$ cat config.mk
export PLATFORM = sky130hd
export DESIGN_NAME = tea_cell
export DESIGN_NICKNAME = d
export VERILOG_FILES = /design/src/hw/rtl/tea_block_cipher_top_assert.svh /design/src/hw/rtl/tea_pkg.sv /design/src/hw/rtl/tea_cell.sv
export SDC_FILE = /design/constraint.sdc
export NUM_CORES = 1
export LEC_CHECK = 0
export BUFFER_PORTS_ARGS = -buffer_cell sky130_fd_sc_hd__buf_2
export CAP_MARGIN = 30
export CORE_MARGIN = 4
export CORE_UTILIZATION = 35
export CTS_CLUSTER_DIAMETER = 200
export CTS_CLUSTER_SIZE = 20
export DETAILED_ROUTE_END_ITERATION = 12
export GPL_TIMING_DRIVEN = 0
export RECOVER_POWER = 100
export SYNTH_ARGS = -nofsm -noshare
export SYNTH_HDL_FRONTEND = slang
export SYNTH_SLANG_ARGS = --single-unit
$ cat constraint.sdc
create_clock -name clk_i -period 0.8 [get_ports clk_i]
set_clock_uncertainty 0.05 [all_clocks]
set_input_delay 0.08 -clock clk_i [delete_from_list [all_inputs] [get_ports clk_i]]
set_output_delay 0.08 -clock clk_i [all_outputs]
set_load 0.02 [all_outputs]
$ cat src/hw/rtl/tea_block_cipher_top_assert.svh
// Assertion macros used by the top-level RTL file.
`ifndef TEA_BLOCK_CIPHER_TOP_ASSERT_SVH
`define TEA_BLOCK_CIPHER_TOP_ASSERT_SVH

// Same-cycle implication, disabled in reset.
`define TEA_ASSERT_IMPL(lbl, clk, rstn, ante, cons) \
  lbl: assert property (@(posedge clk) disable iff (!(rstn)) (ante) |-> (cons)) \
    else $error("assertion failed: same-cycle implication");

// Next-cycle implication, disabled in reset.
`define TEA_ASSERT_NEXT(lbl, clk, rstn, ante, cons) \
  lbl: assert property (@(posedge clk) disable iff (!(rstn)) (ante) |=> (cons)) \
    else $error("assertion failed: next-cycle implication");

`endif

$ cat src/hw/rtl/tea_pkg.sv
`default_nettype none

package tea_pkg;

  localparam int unsigned WordW      = 32;
  localparam int unsigned CfgIdxW    = 4;
  localparam int unsigned RoundsDflt = 32;

  localparam logic [WordW-1:0] Delta = 32'h9e37_79b9;

  // Configuration register indexes
  localparam logic [CfgIdxW-1:0] KeyWord0Idx = 4'd0;
  localparam logic [CfgIdxW-1:0] KeyWord1Idx = 4'd1;
  localparam logic [CfgIdxW-1:0] KeyWord2Idx = 4'd2;
  localparam logic [CfgIdxW-1:0] KeyWord3Idx = 4'd3;

  typedef struct packed {
    logic [WordW-1:0] k0;
    logic [WordW-1:0] k1;
    logic [WordW-1:0] k2;
    logic [WordW-1:0] k3;
  } tea_key_t;

  // One beat moving down the cell chain. x is the half being updated next,
  // y the half feeding the mix.
  typedef struct packed {
    logic             valid;
    logic             dec;
    logic [WordW-1:0] x;
    logic [WordW-1:0] y;
  } tea_beat_t;

  // delta * n mod 2^32, evaluated at elaboration
  function automatic logic [WordW-1:0] round_sum(input int unsigned n);
    logic [63:0] p;
    p = 64'(Delta) * 64'(n);
    return p[WordW-1:0];
  endfunction

endpackage

`default_nettype wire

$ cat src/hw/rtl/tea_cell.sv
`default_nettype none

// One half round: x +/- mix(y), then halves swap for the next cell.
module tea_cell #(
  parameter logic [tea_pkg::WordW-1:0] SUM_ENC  = tea_pkg::Delta,
  parameter logic [tea_pkg::WordW-1:0] SUM_DEC  = tea_pkg::Delta,
  parameter bit                        KEY_SWAP = 1'b0
) (
  input  wire logic                clk_i,
  input  wire logic                rst_ni,
  input  wire tea_pkg::tea_beat_t  beat_i,
  input  wire tea_pkg::tea_key_t   key_i,
  output tea_pkg::tea_beat_t       beat_o
);

  logic                      valid_q;
  logic                      dec_q;
  logic [tea_pkg::WordW-1:0] x_q, x_d;
  logic [tea_pkg::WordW-1:0] y_q;

  logic [tea_pkg::WordW-1:0] sum, ka, kb, mix;
  logic                      hi_keys;

  always_comb begin
    sum     = beat_i.dec ? SUM_DEC : SUM_ENC;
    hi_keys = beat_i.dec ^ KEY_SWAP;
    ka      = hi_keys ? key_i.k2 : key_i.k0;
    kb      = hi_keys ? key_i.k3 : key_i.k1;
    mix     = ((beat_i.y << 4) + ka) ^ (beat_i.y + sum) ^ ((beat_i.y >> 5) + kb);
    x_d     = beat_i.dec ? (beat_i.x - mix) : (beat_i.x + mix);
  end

  always_ff @(posedge clk_i or negedge rst_ni) begin
    if (!rst_ni) begin
      valid_q <= 1'b0;
    end else begin
      valid_q <= beat_i.valid;
    end
  end

  // swap: updated half becomes the mix source for the next cell
  always_ff @(posedge clk_i) begin
    dec_q <= beat_i.dec;
    x_q   <= beat_i.y;
    y_q   <= x_d;
  end

  assign beat_o = '{valid: valid_q, dec: dec_q, x: x_q, y: y_q};

endmodule

`default_nettype wire

**Yosys cells after proc, flatten, opt, wreduce, memory -nomap -nowiden**

Cells that the tools add are included.

- Add/sub/neg operators: 5
- Muxes and demuxes: 3
- Bitwise logic cells: 2

Operator list:

| operator | count |
|---|---|
| 2-to-1 mux 32 bit | 3 |
| adder 32 bit | 2 |
| XOR 32 bit | 2 |
| adder 27 x 32 -> 32 bit | 1 |
| adder 32 bit (second input constant) | 1 |
| subtractor 32 bit | 1 |

- Bits in registers: 66
- Input bits: 196
- Output and inout bits: 66
- Logic and storage cells: 14

**Logic depth before layout (Yosys ltp)**

Gate-level depths: netlist of the first run.

- Depth in word-level cells: 6
- Gate-level depth with buffers: 32
- Depth with buffers taken out: 28

**Worst setup path after synthesis of the first run**

Ideal clock, no wire load.

- Kind: input port to flip-flop
- From: in beat_i[64] in the netlist's numbering
- To: reg y_q[30] in the netlist's numbering
- Library setup time: 0.072 ns
- Data arrival time: 6.633 ns
- Data required time: 0.678 ns
- Path slack: -5.956 ns
- Stages on the path: 31
- Path buffers: 6
- Cell sequence: clkbuf_2 -> buf_2 -> clkbuf_1 -> clkbuf_1 -> buf_1 -> mux2i_1 -> inv_1 -> ha_1 -> a211o_1 -> a221oi_1 -> o21ai_0 -> xnor2_1 -> xnor2_1 -> nand2_1 -> or4_1 -> buf_2 -> o21ai_0 -> xor2_1 -> ha_1 -> a21o_1 -> a21o_1 -> a221oi_1 -> o221ai_1 -> a21oi_1 -> a21oi_1 -> nor2_1 -> a21oi_1 -> a2111oi_0 -> o21bai_1 -> a21oi_1 -> xnor2_1

- Longest elaborated chain between the ends: 6
- Elaborated cells on any way between the ends: 9
- Classes of those cells: add/sub (4); mux (3); bitwise (2)

Ends and longest elaborated chain:

| element | line | text |
|---|---|---|
| from (decl) | tea_cell.sv:11 | `input wire tea_pkg::tea_beat_t beat_i,` |
| 2-to-1 mux 32 bit | tea_cell.sv:27 | `ka = hi_keys ? key_i.k2 : key_i.k0;` |
| adder 32 bit | tea_cell.sv:29 | `mix = ((beat_i.y << 4) + ka) ^ (beat_i.y + sum) ^ ((beat_i.y >> 5) + kb);` |
| XOR 32 bit (2 in a row) | tea_cell.sv:29 |  |
| adder 32 bit / subtractor 32 bit (equally long branches) | tea_cell.sv:30 | `x_d = beat_i.dec ? (beat_i.x - mix) : (beat_i.x + mix);` |
| 2-to-1 mux 32 bit * | tea_cell.sv:30 |  |
| via x_d, one bit | tea_cell.sv:18 | `logic [tea_pkg::WordW-1:0] x_q, x_d;` |
| to (signal assigned) | tea_cell.sv:45 | `y_q <= x_d;` |
| to (decl) | tea_cell.sv:19 | `logic [tea_pkg::WordW-1:0] y_q;` |

The timed path passes the listed nets; every way through them passes the cells marked *.

**Worst setup path in the final report of the first run**

Ends and elaborated chain as after synthesis.

==> results of run 1 <==
-- logic make-up (layout without fill, tap and decap cells) --
group / Yosys count / after routing / share of synthesized area [%]
compound gates: 271 / 271 / 22.1
xor+xnor: 201 / 201 / 22.8
fa+ha+maj: 90 / 90 / 13.9
buf+inv: 52 / 440 / 2.63
flops: 66 / 66 / 16.0
mux: 59 / 59 / 7.93
simple gates: 235 / 235 / 14.6
-- per-layer routing --
metal	routed length, µm	global-route usage [%]
met1	12400	27.1
met4	639	6.19
met3	1310	2.16
met5	0	0
met2	13700	35.6
-- worst paths after layout --
check                            from  endpoint  slack (ns)  depth (start not counted)
max                        beat_i[64]   y_q[30]       -4.89                         30
min                        beat_i[32]    y_q[0]       0.005                          4
max in group asynchronous      rst_ni   valid_q        0.08                          3
min in group asynchronous      rst_ni   valid_q        0.51                          3
-- registers in the layout, summed over array words and instances, names as in the netlist --
signal   count
dec_q        1
valid_q      1
x_q         32
y_q         32
-- repair_timing --
item                                    in CTS  in global routing
hold buffers                                36                  0
endpoints found under the hold margin       36                  0
gates resized for setup                    302                 24
pin swaps                                   59                 39
endpoints found under the setup margin      98                 98
buffers inserted                            68                 11
-- power by group --
| part | internal [mW] | switching (mW) | total [mW] |
|---|---|---|---|
| combinational | 13.2 | 13.5 | 26.8 |
| clock | 2.49 | 1.64 | 4.13 |
| sequential | 4.60 | 0.401 | 5.00 |
| total | 20.3 | 15.5 | 35.9 |
-- cells in the final DEF (no fill, tap or decap), drive strengths merged, types with 14 or more instances in the layout --
cell type	netlist	routed
mux2	52	52
a21o	26	26
a21oi	81	81
dlygate4sd3	0	36
xnor2	149	149
nor2	70	70
buf	12	349
xor2	46	46
ha	87	87
inv	30	30
nand3	20	20
o21ai	48	48
nand2	60	60
o21bai	18	18
dfxtp	65	65
a31oi	14	14
clkbuf	10	20
nor3	18	18
-- layout make-up --
type                    count  area share, %
multi-input cells         856           59.4
repair buffers            376           21.5
flip-flops and latches     66           11.2
well taps                 313           3.11
clock buffers              11           1.93
plain buffers              18           1.62
inverters                  30          0.894
clock inverters             5          0.437
-- metrics by stage --
step / total power [mW] / hold WS, ns / TNS [ns] / utilization, %
floorplan: 20.7 / -0.266 / -116.87 / -
global placement: 25.1 / -0.196 / -142.59 / 44.4
detailed placement: 25.3 / -0.194 / -144.01 / 44.4
CTS: 34.7 / -0.00585 / -126.13 / 54.2
global route: 38.6 / 0.0221 / -131.17 / 55.0
finish: 35.9 / 0.00498 / -124.18 / 55.0
==> impl_results.md, run 1 <==
- Area of the multi-input gates: 7480 µm²
- Sequential share of the synthesized area: 16.0%
- HP Class: primary input to flip-flop
- Tcrit/Tclk final: 711%
- Synth area leaders: dfxtp_1 16%, xnor2_1 15%, ha_1 13%
- Overall Global Routing Usage: 20.6%
- CP max-delay cell: fa_2
- Unique masters post-synth: 84
- Fmax: 176 MHz
- First-pass DRT Iterations: 5
- Worst path bufs/invs: 6
- Worst Setup End Kind: flip-flop
- Final Setup Violations: 98
- Unrepaired setup endpoints after global routing: true
- Failing checks: negative setup slack
- Area added between synthesis and finish: 52.4%
- Layout cell share with drive strength beyond 1: 46.0%
- Vias per std cell: 5.12
- Inst Count DP: 1,548
- Fin area: 12,600 µm²
- Reg area: 1410 µm²
- Initial antenna violation count: 0
- Post-synth top area cell: dfxtp_1
- Top cell family by delay on the critical path: compound AO/OA/AOI/OAI gates
- Post-synthesis async set-or-reset flop share: 1.52%
- Number of synthesized flops with an enable pin: 0
- Synthesis Warnings: 0
- Htree depth: 3
- Drc violations: 0
- Mean cell area of the mapped netlist: 8.49 µm²
- Vias in the first global route: 8,599
- Wirelength per Cell: 16.7 µm
- Max incr delay on CP: 0.56 ns
- Fin. Hold Viols: 0
- Max Cap Viol: 0
- Pre-CTS setup slack: -6.10 ns
- IO Port Bufs: 261
- Mapped Area: 8270 µm²
- Crit path max fanout: 6
- Final min period: 5.69 ns
- # diodes: 0
- Startpoint types: primary input
- Top cell type's share of synthesized area: 15.7%
- Relative slew slack: 51.8%
- WP data arrival: 5.87 ns
- Pwr Density: 2850 nW/µm²
- Most used cell, CP: xnor2_1
- Fill cells: 2,077
- Setup ws final: -4.89 ns
- Clk buf depth: 2
- Total placed instance area: 10,200 µm²
- Seq cells post-synth: 66
- Via count: 8,572
- Initial DRC Count: 380
- Post-DP HPWL: 21,800 µm
- Cell row count: 55
- Clock root cell: clkbuf_16
- Final #Nets: 1,643
- Chip height: 162 µm
- Most frequent cell after synthesis: xnor2_1
- Non-filler cells, final: 1,675
- First-pass GRT wire length: 43,600 µm
- Measured slew at the worst slew-check pin: 0.722 ns
- Number of CTS-inserted buffers: 9
- Worst-path clk slew: 0.06 ns
- Req. time, crit path: 0.98 ns
- CTS tree: built
- Placer Congestion: 0.857
- Grt ovf: 0
- Pins Over Slew Limit: 0
- Boundary Pins: 262
- Leak: 5.58 nW
- Total routed wirelength: 28,000 µm
- WS Path Type: primary input to flip-flop
- Die Wd: 162 µm
- Pin count of the biggest net entering global routing: 13
- Peak supply drop: 1.46 mV
- Dominant synthesized flop cell: dfxtp_1
- Starting density of the core: 36.1%
- Area of the core: 22,900 µm²
- Die ar.: 26,100 µm²
- Top cells by count, synth: 144 x xnor2_1, 87 x ha_1, 78 x a21oi_1
- Mapped Cells: 974
- Clock Sink Count: 66
- Post-synthesis net count: 1,260
- Post-route ant nets: 0
- Outcome: complete, but fails checks
Power figures use the tool's default switching activity.
==> inputs of run 2 (changes only) <==
Settings changed: CAP_MARGIN 30 to 10.
Clock period 0.8 ns to 5.3 ns, I/O delays scaled along.
==> run 2 against run 1 <==
  * The flow still finishes with violations (negative setup slack)
  * Wire length decreased by 1.3%
  * Non-clock buffer count decreased by 37
  * Critical path depth increased by 2
  * Utilization decreased by 4.4 points
  * Via count decreased by 1.9%
  * Sequential power decreased by 86%
  * Critical path type unchanged
  * Highest routed layer unchanged
  * Sequential share of layout area increased by 0.27 points
  * Global-route usage decreased by 0.68 points
  * Final cell count decreased by 2.2%
  * Design area decreased by 7.9%
  * Flip-flop and latch count unchanged
==> impl_results.md, run 2 (synthesized netlist as in run 1, its figures left out) <==
- Outcome: complete, but fails checks
- Failing checks: negative setup slack
- Boundary Pins: 262 (unchanged)
- Unrepaired setup endpoints after global routing: true
- Fin. Hold Viols: 0 (unchanged)
- Final hold slack: 0.247 ns (+0.242 ns)
- Pins Over Slew Limit: 0 (unchanged)
- Commonest cells after routing, fill and taps aside: 237 x buf_2, 130 x xnor2_1, 77 x ha_1
- Reg area: 1330 µm² (-5.7%)
- Initial DRC Count: 476 (+25%)
- Vias per std cell: 5.13 (+0.33%)
- Most common cell after layout, fill and taps aside: buf_2
- Pwr Density: 437 nW/µm² (-85%)
- HP Class: primary input to flip-flop
- Post-DP HPWL: 22,000 µm (+0.81%)
- Max incr delay on CP: 0.58 ns (+0.02 ns)
- Clk buf depth: 2 (unchanged)
- Final Setup Violations: 8 (-92%)
- Wirelength per Cell: 16.9 µm (+0.93%)
- Measured slew at the worst slew-check pin: 0.688 ns (-0.0344 ns)
- Chip height: 162 µm (unchanged)
- Drc violations: 0 (unchanged)
- Req. time, crit path: 5.48 ns (+4.50 ns)
- Die Wd: 162 µm (unchanged)
- Most used cell, CP: buf_6
- Relative slew slack: 54.1% (+2.3 points)
- Peak supply drop: 0.169 mV (-88%)
- Total Power: 5.08 mW (-86%)
- Initial antenna violation count: 0 (unchanged)
- IO Port Bufs: 261 (unchanged)
- Crit path max fanout: 7 (+1)
- Final min period: 5.88 ns
- Worst Setup End Kind: flip-flop
- Via count: 8,410 (-1.9%)
- Final #Nets: 1,606 (-2.3%)
- Grt ovf: 0 (unchanged)
- Met3 usage in global routing: 2.44% (+0.28 points)
- Pin count of the biggest net entering global routing: 13 (unchanged)
- Fill cells: 2,209 (+6.4%)
- First-pass DRT Iterations: 5 (unchanged)
- First-pass GRT wire length: 42,100 µm (-3.6%)
- Vias in the first global route: 8,236 (-4.2%)
- Leak: 5.19 nW (-7.0%)
- Met2 Usage GRT: 33.8% (-1.8 points)
- Startpoint types: primary input
- # diodes: 0 (unchanged)
- Overall Global Routing Usage: 19.9% (-0.68 points)
- Max Cap Viol: 0 (unchanged)
- Clock root cell: clkbuf_16
- Htree depth: 3 (unchanged)
- Setup ws final: -0.582 ns (+4.31 ns)
- Area of the multi-input gates: 7400 µm² (-1.1%)
- CTS tree: built
- Number of CTS-inserted buffers: 9 (unchanged)
- Starting density of the core: 36.1% (unchanged)
- CP max-delay cell: fa_2
- Tcrit/Tclk final: 111%
- Setup TNS: -3.41 ns (+120.77 ns)
- Cell row count: 55 (unchanged)
- GR peak layer: met2
- Total routed wirelength: 27,600 µm (-1.3%)
- WS Path Type: primary input to flip-flop
- Area added between synthesis and finish: 40.4%
- Worst-path clk slew: 0.06 ns (about the same)
- Post-route ant nets: 0 (unchanged)
- Met1 usage: 26.7% (-0.42 points)
- Area of the core: 22,900 µm² (unchanged)
- Clock Sink Count: 66 (unchanged)
- WP data arrival: 6.06 ns (+0.19 ns)
- Largest regs: x_q (32), y_q (32)
- Layout cell share with drive strength beyond 1: 39.2% (-6.9 points)
- Die ar.: 26,100 µm² (unchanged)
- Fmax: 170 MHz
- Placer Congestion: 0.857 (about the same)
==> run 2: changes by cell type in the layout (fill, tap and decap cells not counted), moves of 6 or more <==
cell	change
buf_2	+38
buf_4	-7
dfxtp_2	-64
buf_6	-58
a21oi_1	+6
clkbuf_1	+28
dfxtp_1	+64
dlygate4sd3_1	-35
a21oi_2	-7
==> run 2: metrics by stage <==
step / setup slack, ns / instance area, µm² / util (%) / cells
4_1_cts: -0.691 / 11300 / 49.4 / 1621
6_report: -0.582 / 11600 / 50.6 / 1638
2_1_floorplan: -0.912 / 8430 / - / 974
3_5_place_dp: -2.09 / 10100 / 44.2 / 1548
5_1_grt: -0.774 / 11600 / 50.6 / 1638
3_3_place_gp: -2.02 / 10100 / 44.2 / 1548
==> run 2: worst max-delay path, delay by kind of cell <==
kind	cells	cell delay (ns)
buffers and inverters	12	1.27
AO/OA/AOI/OAI	7	1.21
AND/OR/NAND/NOR	4	1.03
XOR/XNOR	6	0.97
adder cells (fa/ha/maj)	2	0.82
multiplexers	1	0.19
==> run 2: final cells by class <==
| cell class | instances | share of cell area, % |
|---|---|---|
| Sequential cell | 66 | 11.4 |
| Inverter | 30 | 0.971 |
| Clock buffer | 11 | 2.09 |
| Clock inverter | 5 | 0.259 |
| Tap cell | 313 | 3.38 |
| Multi-Input combinational cell | 856 | 63.8 |
| Timing Repair Buffer | 339 | 16.5 |
| Buffer | 18 | 1.60 |
==> run 2: final timing paths <==
path | from | cells past startpoint | end
worst max-delay path | beat_i[64] | 32 | y_q[22]
worst min-delay path | beat_i[65] | 1 | valid_q
max in group asynchronous | rst_ni | 2 | valid_q
min in group asynchronous | rst_ni | 2 | valid_q
==> run 2: timing repair <==
item,in CTS,in global routing
endpoints found under the setup margin,19,18
hold buffers,1,0
resized for setup,89,47
setup buffers,59,18
pin swaps,74,51
endpoints found under the hold margin,1,0
==> run 2: power breakdown <==
| group | switching (mW) | total (mW) | internal, mW |
|---|---|---|---|
| sequential | 0.0268 | 0.691 | 0.664 |
| clock | 0.240 | 0.567 | 0.327 |
| combinational | 2.00 | 3.82 | 1.82 |
==> run 2: layer usage <==
metal	up-vias	part of all wire, %	routed length [µm]
met2	267	48	13400
met4	0	2.2	612
met1	3869	44	12100
met5	-	0	0
met3	39	5.5	1530
li1	4235	-	-
